$ cat src/rtl/vesl_pkg.sv
// Package for the vactrol envelope slew block: register codes, reset values,
// Q-format constants, controller states and the serial multiplier control word.
// No dependencies.
`timescale 1ns / 1ps
`default_nettype none

package vesl_pkg;

    // Field widths
    localparam int LVL_W   = 16;   // Q1.15 level
    localparam int RATE_W  = 28;   // Q4.24 rate
    localparam int MODE_W  = 2;
    localparam int CFG_W   = 28;   // widest register
    localparam int CFGI_W  = 2;
    localparam int SLEW_W  = 22;   // slew factor after limiting, Q24

    // Serial multiplier sizing
    localparam int MUL_A_W   = 28;  // multiplicand
    localparam int MUL_B_W   = 32;  // multiplier shift register
    localparam int MUL_CNT_W = $clog2(MUL_B_W + 1);

    // Step counts for the three products
    localparam logic [MUL_CNT_W-1:0] STEPS_LVL = MUL_CNT_W'(16);  // 16-bit multiplier
    localparam logic [MUL_CNT_W-1:0] STEPS_SQ  = MUL_CNT_W'(31);  // level^2 multiplier

    // Constants
    localparam logic [LVL_W-1:0]  ONE_Q15  = 16'd32768;
    localparam logic [SLEW_W-1:0] SLEW_MAX = 22'd3355443;   // 0.2 in Q24, truncated

    // Mode codes
    localparam logic [MODE_W-1:0] MODE_SUSTAIN   = 2'd0;
    localparam logic [MODE_W-1:0] MODE_TRANSIENT = 2'd1;
    localparam logic [MODE_W-1:0] MODE_CYCLE     = 2'd2;

    // Register indexes
    localparam logic [CFGI_W-1:0] CFG_MODE       = 2'd0;
    localparam logic [CFGI_W-1:0] CFG_RISE_RATE  = 2'd1;
    localparam logic [CFGI_W-1:0] CFG_FALL_RATE  = 2'd2;
    localparam logic [CFGI_W-1:0] CFG_NEAR_FLOOR = 2'd3;

    // Register reset values
    localparam logic [MODE_W-1:0] RST_MODE       = MODE_SUSTAIN;
    localparam logic [RATE_W-1:0] RST_RISE_RATE  = 28'd58720;
    localparam logic [RATE_W-1:0] RST_FALL_RATE  = 28'd11744;
    localparam logic [LVL_W-1:0]  RST_NEAR_FLOOR = 16'd41;

    typedef enum logic [2:0] {
        ST_IDLE,
        ST_DECIDE,
        ST_SQUARE,
        ST_SLEW,
        ST_STEP,
        ST_OUTPUT
    } state_t;

    typedef struct packed {
        logic                 start;
        logic [MUL_CNT_W-1:0] steps;
    } mul_ctrl_t;

endpackage

`default_nettype wire

$ cat src/rtl/vesl_sermul.sv
// Bit-serial shift-add multiplier, one multiplier bit per cycle.
// Depends on vesl_pkg (mul_ctrl_t). Product of n steps is {hi,lo} >> (B_W - n).
`timescale 1ns / 1ps
`default_nettype none

module vesl_sermul #(
    parameter int A_W = vesl_pkg::MUL_A_W,
    parameter int B_W = vesl_pkg::MUL_B_W
) (
    input  wire logic                   aclk,
    input  wire logic                   aresetn,
    input  wire vesl_pkg::mul_ctrl_t    ctrl,
    input  wire logic [A_W-1:0]         mcand,
    input  wire logic [B_W-1:0]         mplr,
    output logic [A_W+B_W-1:0]          prod,
    output logic                        done
);

    localparam int CNT_W = $clog2(B_W + 1);

    logic [A_W-1:0]   mcand_reg, mcand_next;
    logic [A_W-1:0]   hi_reg, hi_next;
    logic [B_W-1:0]   lo_reg, lo_next;
    logic [CNT_W-1:0] cnt_reg, cnt_next;
    logic             done_reg, done_next;
    logic [A_W:0]     sum;

    assign sum = {1'b0, hi_reg} + (lo_reg[0] ? {1'b0, mcand_reg} : '0);

    always_comb begin
        mcand_next = mcand_reg;
        hi_next    = hi_reg;
        lo_next    = lo_reg;
        cnt_next   = cnt_reg;
        done_next  = (cnt_reg == CNT_W'(1));
        if (ctrl.start) begin
            mcand_next = mcand;
            hi_next    = '0;
            lo_next    = mplr;
            cnt_next   = CNT_W'(ctrl.steps);
        end else if (cnt_reg != '0) begin
            // product bits shift down into the multiplier register
            hi_next  = sum[A_W:1];
            lo_next  = {sum[0], lo_reg[B_W-1:1]};
            cnt_next = cnt_reg - CNT_W'(1);
        end
    end

    always_ff @(posedge aclk) begin
        if (!aresetn) begin
            cnt_reg  <= '0;
            done_reg <= 1'b0;
        end else begin
            cnt_reg  <= cnt_next;
            done_reg <= done_next;
        end
    end

    always_ff @(posedge aclk) begin
        mcand_reg <= mcand_next;
        hi_reg    <= hi_next;
        lo_reg    <= lo_next;
    end

    assign prod = {hi_reg, lo_reg};
    assign done = done_reg;

endmodule

`default_nettype wire

$ cat src/rtl/vactrol_envelope_slew.sv
// Vactrol-style envelope slew: top level, controller and state registers.
// Depends on vesl_pkg and vesl_sermul.
//
//   port group | dir | handshake        | fields
//   s_*        | in  | s_valid/s_ready  | s_target_valid, s_target
//   m_*        | out | m_valid/m_ready  | m_level_out, m_settled
//   cfg_*      | in  | cfg_wr_en        | cfg_index, cfg_wdata
//
// One word at a time: a word that moves the level runs three bit-serial products
// on one shared multiplier, level^2, rate*level^2 and gap*slew; a word that snaps
// skips them and goes straight from the decision state to the output state.
// Reset is synchronous, active low; state and registers take their reset values.
// A result waits in the output register; the next word is taken meanwhile and
// holds in the output state until that register is free.
`timescale 1ns / 1ps
`default_nettype none

module vactrol_envelope_slew (
    input  wire logic                           aclk,
    input  wire logic                           aresetn,
    input  wire logic                           s_valid,
    output logic                                s_ready,
    input  wire logic                           s_target_valid,
    input  wire logic [vesl_pkg::LVL_W-1:0]     s_target,
    output logic                                m_valid,
    input  wire logic                           m_ready,
    output logic [vesl_pkg::LVL_W-1:0]          m_level_out,
    output logic                                m_settled,
    input  wire logic                           cfg_wr_en,
    input  wire logic [vesl_pkg::CFGI_W-1:0]    cfg_index,
    input  wire logic [vesl_pkg::CFG_W-1:0]     cfg_wdata
);

    localparam int LW   = vesl_pkg::LVL_W;
    localparam int RW   = vesl_pkg::RATE_W;
    localparam int SW   = vesl_pkg::SLEW_W;
    localparam int AW   = vesl_pkg::MUL_A_W;
    localparam int BW   = vesl_pkg::MUL_B_W;
    localparam int PW   = AW + BW;
    localparam int SQ_W = 31;                       // level^2 <= 2^30
    localparam int SQ_LSB  = BW - 16;               // after 16 steps
    localparam int PSH_W   = 30;                    // (rate*level^2) >> 29
    localparam int PSH_LSB = BW - SQ_W + 29;        // after 31 steps
    localparam int DLT_LSB = BW - 16 + 24;          // (gap*slew) >> 24

    vesl_pkg::state_t state_reg, state_next;

    logic [vesl_pkg::MODE_W-1:0] mode_reg, mode_next;
    logic [RW-1:0] rise_rate_reg, rise_rate_next;
    logic [RW-1:0] fall_rate_reg, fall_rate_next;
    logic [LW-1:0] near_floor_reg, near_floor_next;

    logic [LW-1:0] level_reg, level_next;
    logic [LW-1:0] dest_reg, dest_next;
    logic [LW-1:0] peak_reg, peak_next;

    logic [RW-1:0] rate_reg, rate_next;
    logic [LW-1:0] mag_reg, mag_next;
    logic          gap_neg_reg, gap_neg_next;
    logic          settled_reg, settled_next;

    logic          m_valid_reg, m_valid_next;
    logic [LW-1:0] m_level_out_reg, m_level_out_next;
    logic          m_settled_reg, m_settled_next;

    vesl_pkg::mul_ctrl_t mul_ctrl;
    logic [AW-1:0] mul_a;
    logic [BW-1:0] mul_b;
    logic [PW-1:0] mul_prod;
    logic          mul_done;

    // datapath terms
    logic          sustain, cyc_mode;
    logic [LW-1:0] t_sat;
    logic [LW:0]   gap;
    logic [LW:0]   gap_abs;
    logic          near;
    logic [SQ_W-1:0] sq;
    logic [SQ_W-1:0] slew_sum;
    logic [SW-1:0]   slew;
    logic [LW-1:0]   delta;
    logic [LW:0]     lvl_up, lvl_dn;

    vesl_sermul #(
        .A_W (AW),
        .B_W (BW)
    ) u_mul (
        .aclk    (aclk),
        .aresetn (aresetn),
        .ctrl    (mul_ctrl),
        .mcand   (mul_a),
        .mplr    (mul_b),
        .prod    (mul_prod),
        .done    (mul_done)
    );

    assign sustain  = (mode_reg == vesl_pkg::MODE_SUSTAIN);
    assign cyc_mode = mode_reg[1];      // modes 2 and 3 oscillate

    assign t_sat   = (s_target > vesl_pkg::ONE_Q15) ? vesl_pkg::ONE_Q15 : s_target;
    assign gap     = {1'b0, dest_reg} - {1'b0, level_reg};
    assign gap_abs = gap[LW] ? ((LW+1)'(0) - gap) : gap;
    assign near    = (gap_abs[LW-1:0] < near_floor_reg);

    assign sq       = mul_prod[SQ_LSB +: SQ_W];
    assign slew_sum = {3'b000, rate_reg} + {1'b0, mul_prod[PSH_LSB +: PSH_W]};
    assign slew     = (slew_sum > {{(SQ_W-SW){1'b0}}, vesl_pkg::SLEW_MAX})
                      ? vesl_pkg::SLEW_MAX : slew_sum[SW-1:0];
    assign delta    = mul_prod[DLT_LSB +: LW];
    assign lvl_up   = {1'b0, level_reg} + {1'b0, delta};
    assign lvl_dn   = {1'b0, level_reg} - {1'b0, delta};

    always_comb begin
        state_next       = state_reg;
        mode_next        = mode_reg;
        rise_rate_next   = rise_rate_reg;
        fall_rate_next   = fall_rate_reg;
        near_floor_next  = near_floor_reg;
        level_next       = level_reg;
        dest_next        = dest_reg;
        peak_next        = peak_reg;
        rate_next        = rate_reg;
        mag_next         = mag_reg;
        gap_neg_next     = gap_neg_reg;
        settled_next     = settled_reg;
        m_valid_next     = m_valid_reg;
        m_level_out_next = m_level_out_reg;
        m_settled_next   = m_settled_reg;
        mul_ctrl.start   = 1'b0;
        mul_ctrl.steps   = vesl_pkg::STEPS_LVL;
        mul_a            = '0;
        mul_b            = '0;

        if (m_valid_reg && m_ready) begin
            m_valid_next = 1'b0;
        end

        unique case (state_reg)
            vesl_pkg::ST_IDLE: begin
                if (s_valid) begin
                    if (s_target_valid) begin
                        if ((t_sat < level_reg) && !sustain) begin
                            dest_next = '0;
                        end else begin
                            dest_next = t_sat;
                        end
                        if (t_sat > near_floor_reg) begin
                            peak_next = t_sat;
                        end
                    end
                    state_next = vesl_pkg::ST_DECIDE;
                end
            end
            vesl_pkg::ST_DECIDE: begin
                // step uses the gap from before any change made here
                mag_next     = gap_abs[LW-1:0];
                gap_neg_next = gap[LW];
                settled_next = 1'b0;
                rate_next    = fall_rate_reg;
                if (!gap[LW] && (gap != '0)) begin
                    if (near) begin
                        if (!sustain) begin
                            dest_next = '0;
                        end else begin
                            settled_next = 1'b1;
                        end
                    end else begin
                        rate_next = rise_rate_reg;
                    end
                end else if (near) begin
                    if (cyc_mode) begin
                        if (dest_reg == peak_reg) begin
                            dest_next = '0;
                        end else begin
                            dest_next = peak_reg;
                            rate_next = rise_rate_reg;
                        end
                    end else if ((dest_reg == '0) || sustain) begin
                        settled_next = 1'b1;
                    end else begin
                        dest_next = '0;
                    end
                end
                if (settled_next) begin
                    level_next = dest_reg;
                    state_next = vesl_pkg::ST_OUTPUT;
                end else begin
                    mul_ctrl.start = 1'b1;
                    mul_ctrl.steps = vesl_pkg::STEPS_LVL;
                    mul_a          = AW'(level_reg);
                    mul_b          = BW'(level_reg);
                    state_next     = vesl_pkg::ST_SQUARE;
                end
            end
            vesl_pkg::ST_SQUARE: begin
                if (mul_done) begin
                    mul_ctrl.start = 1'b1;
                    mul_ctrl.steps = vesl_pkg::STEPS_SQ;
                    mul_a          = AW'(rate_reg);
                    mul_b          = BW'(sq);
                    state_next     = vesl_pkg::ST_SLEW;
                end
            end
            vesl_pkg::ST_SLEW: begin
                if (mul_done) begin
                    mul_ctrl.start = 1'b1;
                    mul_ctrl.steps = vesl_pkg::STEPS_LVL;
                    mul_a          = AW'(slew);
                    mul_b          = BW'(mag_reg);
                    state_next     = vesl_pkg::ST_STEP;
                end
            end
            vesl_pkg::ST_STEP: begin
                if (mul_done) begin
                    if (gap_neg_reg) begin
                        level_next = lvl_dn[LW] ? '0 : lvl_dn[LW-1:0];
                    end else begin
                        level_next = (lvl_up > {1'b0, vesl_pkg::ONE_Q15})
                                     ? vesl_pkg::ONE_Q15 : lvl_up[LW-1:0];
                    end
                    state_next = vesl_pkg::ST_OUTPUT;
                end
            end
            vesl_pkg::ST_OUTPUT: begin
                if (!m_valid_reg || m_ready) begin
                    m_valid_next     = 1'b1;
                    m_level_out_next = level_reg;
                    m_settled_next   = settled_reg;
                    state_next       = vesl_pkg::ST_IDLE;
                end
            end
            default: begin
                state_next = vesl_pkg::ST_IDLE;
            end
        endcase

        if (cfg_wr_en) begin
            unique case (cfg_index)
                vesl_pkg::CFG_MODE: begin
                    mode_next = cfg_wdata[vesl_pkg::MODE_W-1:0];
                    if (cfg_wdata[vesl_pkg::MODE_W-1:0] != vesl_pkg::MODE_SUSTAIN) begin
                        dest_next = '0;
                    end
                end
                vesl_pkg::CFG_RISE_RATE:  rise_rate_next  = cfg_wdata[RW-1:0];
                vesl_pkg::CFG_FALL_RATE:  fall_rate_next  = cfg_wdata[RW-1:0];
                vesl_pkg::CFG_NEAR_FLOOR: near_floor_next = cfg_wdata[LW-1:0];
                default: ;
            endcase
        end
    end

    always_ff @(posedge aclk) begin
        if (!aresetn) begin
            state_reg      <= vesl_pkg::ST_IDLE;
            mode_reg       <= vesl_pkg::RST_MODE;
            rise_rate_reg  <= vesl_pkg::RST_RISE_RATE;
            fall_rate_reg  <= vesl_pkg::RST_FALL_RATE;
            near_floor_reg <= vesl_pkg::RST_NEAR_FLOOR;
            level_reg      <= '0;
            dest_reg       <= '0;
            peak_reg       <= vesl_pkg::ONE_Q15;
            m_valid_reg    <= 1'b0;
        end else begin
            state_reg      <= state_next;
            mode_reg       <= mode_next;
            rise_rate_reg  <= rise_rate_next;
            fall_rate_reg  <= fall_rate_next;
            near_floor_reg <= near_floor_next;
            level_reg      <= level_next;
            dest_reg       <= dest_next;
            peak_reg       <= peak_next;
            m_valid_reg    <= m_valid_next;
        end
    end

    always_ff @(posedge aclk) begin
        rate_reg        <= rate_next;
        mag_reg         <= mag_next;
        gap_neg_reg     <= gap_neg_next;
        settled_reg     <= settled_next;
        m_level_out_reg <= m_level_out_next;
        m_settled_reg   <= m_settled_next;
    end

    assign s_ready     = (state_reg == vesl_pkg::ST_IDLE);
    assign m_valid     = m_valid_reg;
    assign m_level_out = m_level_out_reg;
    assign m_settled   = m_settled_reg;

`ifndef SYNTHESIS
    // a snapped word carries the destination as its level
    a_snap_level: assert property (@(posedge aclk) disable iff (!aresetn)
        (state_reg == vesl_pkg::ST_OUTPUT && settled_reg) |-> (level_reg == dest_reg))
        else $error("snapped level differs from destination");

    // level, destination and peak stay within 0..1.0
    a_range: assert property (@(posedge aclk) disable iff (!aresetn)
        (level_reg <= vesl_pkg::ONE_Q15) && (dest_reg <= vesl_pkg::ONE_Q15)
        && (peak_reg <= vesl_pkg::ONE_Q15))
        else $error("state register above 1.0");

    // a 16-step product from the decision state completes on schedule
    a_square_time: assert property (@(posedge aclk) disable iff (!aresetn)
        (state_reg == vesl_pkg::ST_DECIDE && mul_ctrl.start) |-> ##17 mul_done)
        else $error("level square did not finish in 17 cycles");

    // the multiplier is never restarted while a product is in flight
    a_no_restart: assert property (@(posedge aclk) disable iff (!aresetn)
        (mul_ctrl.start && state_reg != vesl_pkg::ST_DECIDE) |-> mul_done)
        else $error("multiplier started before done");
`endif

endmodule

`default_nettype wire

$ cat config.mk
export PLATFORM = sky130hd
export DESIGN_NAME = vactrol_envelope_slew
export DESIGN_NICKNAME = d
export VERILOG_FILES = /design/src/rtl/vesl_pkg.sv /design/src/rtl/vesl_sermul.sv /design/src/rtl/vactrol_envelope_slew.sv
export SDC_FILE = /design/constraint.sdc
export NUM_CORES = 1
export LEC_CHECK = 0
export BUFFER_PORTS_ARGS = -buffer_cell sky130_fd_sc_hd__buf_2
export CORE_MARGIN = 3
export CORE_UTILIZATION = 41
export DETAILED_ROUTE_END_ITERATION = 8
export HOLD_SLACK_MARGIN = 0.15
export RECOVER_POWER = 50
export SETUP_SLACK_MARGIN = 0.15
export SYNTH_ARGS = -nofsm -noshare
export SYNTH_HDL_FRONTEND = slang
export SYNTH_SLANG_ARGS = --single-unit
$ cat constraint.sdc
create_clock -name aclk -period 6.6 [get_ports aclk]
set_input_delay 0.33 -clock aclk [delete_from_list [all_inputs] [get_ports aclk]]
set_output_delay 0.33 -clock aclk [all_outputs]
set_load 0.005 [all_outputs]
==> results of run 1 <==
## per-stage QoR
stage / instances / util / worst slack (ns) / cell area [sq um]
finish: 2958 / 0.470 / 0.528 / 22100
CTS: 2958 / 0.471 / 0.667 / 22100
detailed placement: 2866 / 0.441 / 0.630 / 20700
global route: 2958 / 0.470 / 0.114 / 22100
floorplan: 2258 / - / 0.996 / 19700
global placement: 2866 / 0.441 / 0.803 / 20700
## logic make-up (layout without fill, tap and decap cells)
family / Yosys count / in the layout / synth area share
fa+ha+maj: 158 / 158 / 0.102
buf+inv: 216 / 309 / 0.0430
flops: 284 / 284 / 0.351
mux: 67 / 67 / 0.0365
xor+xnor: 92 / 92 / 0.0409
compound gates: 686 / 686 / 0.243
simple gates: 755 / 755 / 0.183
## synthesized netlist by cell type, types with 17 or more instances
cell	n	area, sq um
a211oi_1	34	255
a21o_1	66	495
a21oi_1	191	956
a221o_1	21	210
a22o_1	31	272
a31o_2	18	158
a31oi_1	25	156
a41o_1	19	190
and2_1	48	300
clkbuf_1	93	349
dfxtp_1	161	3220
edfxtp_1	123	3690
ha_1	153	1910
inv_1	98	368
mux2_2	33	372
mux2i_1	29	290
nand2_1	261	980
nand2b_1	23	144
nand3_1	58	290
nor2_1	172	646
nor2b_1	35	219
nor3_1	47	235
nor4_1	23	144
o211ai_1	21	158
o21a_1	39	293
o21ai_0	74	370
o22ai_1	17	106
xnor2_1	55	482
xor2_1	37	324
## per-layer routing
metal  vias up  global-route usage
met1      8452               0.360
li1       8477                   -
met5         -                   0
met2       648               0.378
met4         0              0.0746
met3       111              0.0348
## worst max-delay path, stage by stage, from the launching register on
cell      delay [ns]
dfxtp_1         0.43
inv_1           0.21
fa_1            0.51
a21oi_1         0.29
o22ai_2         0.20
a31oi_1         0.24
o211ai_1        0.14
a41o_1          0.43
inv_1           0.42
o31ai_1         0.17
xnor2_1         0.22
ha_1            0.21
a21o_1          0.17
a21o_1          0.17
a211o_1         0.29
a41oi_1         0.21
o211ai_1        0.26
nand2_1         0.37
nand3_4         0.14
nor2_4          0.25
buf_4           0.36
a221o_1         0.22
## path summary, 6_finish.rpt
| path | start | endpoint | slack, ns | cells after the start |
|---|---|---|---|---|
| worst max register to register | level_reg[1] | u_mul.lo_reg[3] | 0.53 | 21 |
| worst max-delay path | level_reg[1] | u_mul.lo_reg[3] | 0.53 | 21 |
| worst min-delay path | cfg_index[1] | mode_reg[1] | 0.27 | 4 |
| worst min register to register | rise_rate_reg[12] | rise_rate_reg[12] | 0.45 | 2 |
## cells in the final DEF, fill, tap and decap left out, types with 34 or more instances in the layout
cell type / n
nor2_1: 170
nor2b_1: 35
buf_4: 37
xnor2_1: 55
inv_1: 97
a211oi_1: 34
nand2_1: 261
o21a_1: 39
xor2_1: 37
dfxtp_1: 161
buf_2: 59
nor3_1: 47
edfxtp_1: 123
ha_1: 153
nand3_1: 58
and2_1: 45
clkbuf_16: 36
a21oi_1: 192
o21ai_0: 74
a21o_1: 66
## where the power goes
| part | internal [mW] | switching, mW |
|---|---|---|
| logic | 3.47 | 5.47 |
| registers | 2.73 | 0.481 |
| clock network | 1.12 | 0.783 |
## timing repair
action,4_1_cts,5_1_grt
gates resized for setup,0,3
hold buffers,29,0
endpoints found under the hold margin,75,0
setup endpoints to repair,0,40
## cell type report
class / count / area, sq um / area share
clock inverters: 14 / 141 / 0.00641
multi-input cells: 1758 / 11900 / 0.542
repair buffers: 147 / 946 / 0.0429
well taps: 607 / 759 / 0.0344
flip-flops and latches: 284 / 6920 / 0.314
inverters: 99 / 372 / 0.0169
clock buffers: 49 / 971 / 0.0440
==> key figures, run 1 <==
Timing
  • Worst slew pin tran: 2.92 ns
  • RSZ-0062 raised after global routing: false
  • Final hold vios: 0
  • Fmax: 165 MHz
  • Tmin final: 6.07 ns
  • Final Skew: about 0.037 ns
  • Number of setup violations in the final report: 0
  • Fin. max-slew vios: 148
  • Slew margin rel.: -0.947
  • Crit share post-route: 0.920
  • Hold slack final: around 0.27 ns
  • Setup total negative slack: 0 ns

Logic synthesis
  • Synthesized net count: ~2500
  • Cells after synthesis: 2258
  • EDFF count, synth: 123
  • Top_reg_cell synth: dfxtp_1
  • Async SR Flop Fraction: 0
  • Distinct cell type count after synthesis: 88
  • Synthesis-stage register bit count: between 200 and 300
  • Netlist Area Pre-Place: 0.0197 sq mm
  • Seq/Total Area, Yosys: 0.351
  • YS warnings: 0
  • Syn avg cell area: slightly below 9 sq um

Global route
  • Initial antenna violation count: 0
  • First-pass GRT wire length: 97.4 mm
  • Global route overflow: 0
  • Gr usage total: 0.246
  • Largest net degree at the start of global routing: 60
  • Vias in the first global route: 16399

CTS
  • CTS max path bufs: 3
  • H-tree depth: 2
  • Worst-path clk slew: 0.06 ns
  • Root Driver: clkbuf_16
  • Post-CTS setup buffers: 0
  • CTS buffer count: 35
  • CTS tree: yes
  • CTS Sinks: about 280
  • Clock Latency Late Sink: about 0.55 ns

Drt
  • Routed length per instance: 21.6 um
  • First-pass DRT Iterations: 6
  • WL met1: 29.9 mm
  • Drt total wl: ~64 mm
  • Detailed-route via count: 17688
  • Max layer used: met4
  • Vias per cell: between 5 and 6
  • Met3 WL: about 4.2 mm
  • Met2 Routed Length: 27.8 mm
  • Post-DRT Antenna Nets: 0
  • Iteration-0 DRC Markers: 1544
  • DR DRC count: 0

Cells and area
  • NumNets Final: ~2500
  • Layout cells sized above 1: 0.0987
  • # diodes: 0
  • Fillers: 4456
  • Area grow syn2layout: 12.0%
  • Max FFs per register: 32

Die
  • Die W: around 230 um
  • Ports: 71
  • Die ar.: 0.0507 sq mm
  • Die height: between 200 and 250 um
  • Cell Rows: 79
  • Core area: 0.0470 sq mm
  • Initial core utilization: 0.419

Placement
  • GP Congestion: 0.915
  • Dpl hpwl: between 40 and 50 mm
  • Number of port buffers: 70

Hold path
  • Type of the most critical hold path: primary input to register

Worst setup path
  • Worst EP arrival: 6.46 ns
  • Crit path launch type: register
  • Critical Path Fanout Max: 31
  • CP Capture Type: register
  • Critical setup path kind: register to register
  • Crit path required time: 6.99 ns

Power
  • Overall Power: 14.1 mW
  • Power density cells: 638 mW/mm^2
  • Lkg Pwr: 9.17 nW
  • VDD IR max: 772 uV

Outcome
  • Failing checks: capacitance limit, slew limit
  • Outcome: complete, but fails checks

Run
  • # Max-Cap Violations: 3
(Power assumes the default switching activity.)
==> inputs of run 2 (changes only) <==
--- a/config.mk
+++ b/config.mk
@@ -7,7 +7,7 @@
 export LEC_CHECK = 0
 export BUFFER_PORTS_ARGS = -buffer_cell sky130_fd_sc_hd__buf_2
 export CORE_MARGIN = 3
-export CORE_UTILIZATION = 41
+export CORE_UTILIZATION = 35
 export DETAILED_ROUTE_END_ITERATION = 8
 export HOLD_SLACK_MARGIN = 0.15
 export RECOVER_POWER = 50
==> run 2 against run 1 <==
Compared with the run above:
- the run still ends with capacitance limit, slew limit left
- non-clock buffer count is 11 lower
- design area is 0.64% higher
- combinational power hardly changed
- clock power hardly changed
- first-iteration DRC count is 5.2% higher
- largest cell class unchanged
==> key figures, run 2 (synthesized netlist as in run 1, its figures left out) <==
Outcome
  • Outcome: complete, but fails checks
  • Failing checks: capacitance limit, slew limit

Hold path
  • Hold Crit Start: cfg_index[1]
  • Type of the most critical hold path: primary input to register
  • Hold path endpoint: mode_reg[1]
  • Hold path depth: 4

Cells and area
  • Layout cells sized above 1: 0.0950
  • # diodes: 0
  • Max FFs per register: 32
  • NumNets Final: 2523
  • Non-Filler Instances: 3086
  • Most frequent cells in the layout: nand2_1 (261), a21oi_1 (190), nor2_1 (169), dfxtp_1 (161), ha_1 (153)
  • Area grow syn2layout: 12.7%
  • Finished Cell Area: about 0.022 sq mm
  • Most common cell after layout, fill and taps aside: nand2_1

Global route
  • Initial antenna violation count: 0
  • Gr usage total: 0.210
  • Largest net degree at the start of global routing: 60
  • Vias in the first global route: about 16000
  • Global route overflow: 0
  • First-pass GRT wire length: between 90 and 100 mm

Power
  • Reg power frac: 0.229
  • VDD IR max: 653 uV
  • Switch share: 0.480
  • Power density cells: 634 mW/mm^2
  • Logic pwr share: 0.634
  • Clock share of power: 0.137
  • Int Pwr: 7.32 mW
  • Lkg Pwr: 9.10 nW
  • Sw power: 6.75 mW

Worst setup path
  • FF-to-FF path depth: 21
  • CP Capture Type: register
  • R2r startpoint: level_reg[1]
  • Worst EP arrival: 6.36 ns
  • Crit path launch type: register
  • Worst R2R End: u_mul.mcand_reg[13]
  • R2R Setup Slk: approximately 0.62 ns
  • Crit path required time: 6.98 ns
  • Critical Path Fanout Max: 9
  • Critical setup path kind: register to register

Drt
  • Max layer used: met4
  • Met2 Routed Length: 28.6 mm
  • WL met1: a little under 30 mm
  • DR DRC count: 0
  • Met3 WL: 4.60 mm
  • Routed length per instance: 20.9 um
  • Drt total wl: 64.5 mm
  • Vias per cell: between 5 and 6
  • First-pass DRT Iterations: 5
  • Detailed-route via count: 17697
  • Iteration-0 DRC Markers: 1625
  • Post-DRT Antenna Nets: 0

Timing
  • Final Skew: 0.0210 ns
  • Fin. max-slew vios: between 150 and 200
  • Crit share post-route: 0.906
  • Number of setup violations in the final report: 0
  • Slew margin rel.: -0.932
  • Setup total negative slack: 0 ns
  • Tmin final: 5.98 ns
  • Worst slew pin tran: 2.90 ns
  • RSZ-0062 raised after global routing: false
  • Fmax: between 150 and 200 MHz
  • Final hold vios: 0

Run
  • # Max-Cap Violations: 4

CTS
  • Post-CTS setup buffers: 0
  • H-tree depth: 2
  • CTS max path bufs: 3
  • Clock Latency Late Sink: 0.56 ns
  • Worst-path clk slew: 0.06 ns
  • CTS tree: yes
  • CTS buffer count: 34
  • CTS Sinks: 284
  • Root Driver: clkbuf_16

Placement
  • Number of port buffers: 70
  • Dpl cells: 2996
  • Dpl hpwl: 47.6 mm
  • Area after DPL: 0.0208 sq mm
  • GP Congestion: 0.887

Die
  • Die W: 243 um
  • Die height: 243 um
  • Die ar.: just under 0.06 sq mm
  • Ports: 71
  • Initial core utilization: 0.355
  • Cell Rows: 86
  • Core area: 0.0554 sq mm
run 2: cell count changes in the layout (fill, tap and decap cells not counted), moves of 2 or more:
cell / delta
a21oi_1: -2
a21oi_2: +2
buf_2: -9
buf_4: -8
clkbuf_1: +3
clkbuf_8: +2
clkinv_8: +2
clkinvlp_4: +2
inv_6: -3
run 2: worst max-delay path by stage:
stage,startpoint,end
after floorplan,dest_reg[0],u_mul.lo_reg[0]
after global placement,level_reg[6],level_reg[7]
after detailed placement,level_reg[6],u_mul.lo_reg[30]
after CTS,level_reg[6],level_reg[6]
after global routing,level_reg[1],level_reg[4]
final,level_reg[1],u_mul.mcand_reg[13]
run 2: power by group through the flow:
stage | sequential [mW] | combinational, mW | clock (mW)
CTS | 3.22 | 8.77 | 1.96
global placement | 3.25 | 8.60 | 0
floorplan | 2.97 | 6.79 | 0
detailed placement | 3.25 | 8.71 | 0
finish | 3.23 | 8.92 | 1.92
global route | 3.27 | 9.77 | 2.03
run 2: area by class of cell:
type | instances | area (sq um)
fillers | 5529 | 33200
multi-input cells | 1758 | 12000
flip-flops and latches | 284 | 6920
clock buffers | 49 | 1010
well taps | 748 | 936
repair buffers | 136 | 863
inverters | 99 | 375
clock inverters | 12 | 130
run 2: layer usage:
layer | vias to the layer above | track usage
met3 | 104 | 0.0293
met2 | 695 | 0.332
met5 | - | 0
met4 | 0 | 0.0643
li1 | 8443 | -
met1 | 8455 | 0.297
run 2: repair_timing:
action,in CTS,in global routing
hold endpoints to repair,75,0
endpoints found under the setup margin,0,34
resized for setup,0,5
hold buffers,29,0
run 2: critical path: stages (launching register included):
cell       delay (ns)
dfxtp_1          0.44
inv_1            0.19
ha_1             0.32
nor2b_1          0.15
o31ai_2          0.27
a21boi_0         0.14
a2bb2oi_1        0.20
nor3_1           0.41
nand2b_1         0.13
nor4_1           0.52
a21oi_1          0.17
xor2_1           0.19
ha_1             0.32
nand3_1          0.07
nor2_1           0.16
a211o_1          0.16
a41oi_1          0.07
o211ai_1         0.47
nand2_1          0.35
a31oi_1          0.66
o22ai_1          0.14
a21oi_1          0.28
run 2: through the flow:
stage | setup WS [ns] | hold slack, ns | util | power (mW)
floorplan | 0.996 | 0.400 | - | 9.76
global placement | 0.814 | 0.410 | 0.375 | 11.8
detailed placement | 0.703 | 0.419 | 0.375 | 12.0
CTS | 0.669 | 0.231 | 0.401 | 14.0
global route | 0.155 | 0.269 | 0.400 | 15.1
finish | 0.620 | 0.254 | 0.400 | 14.1
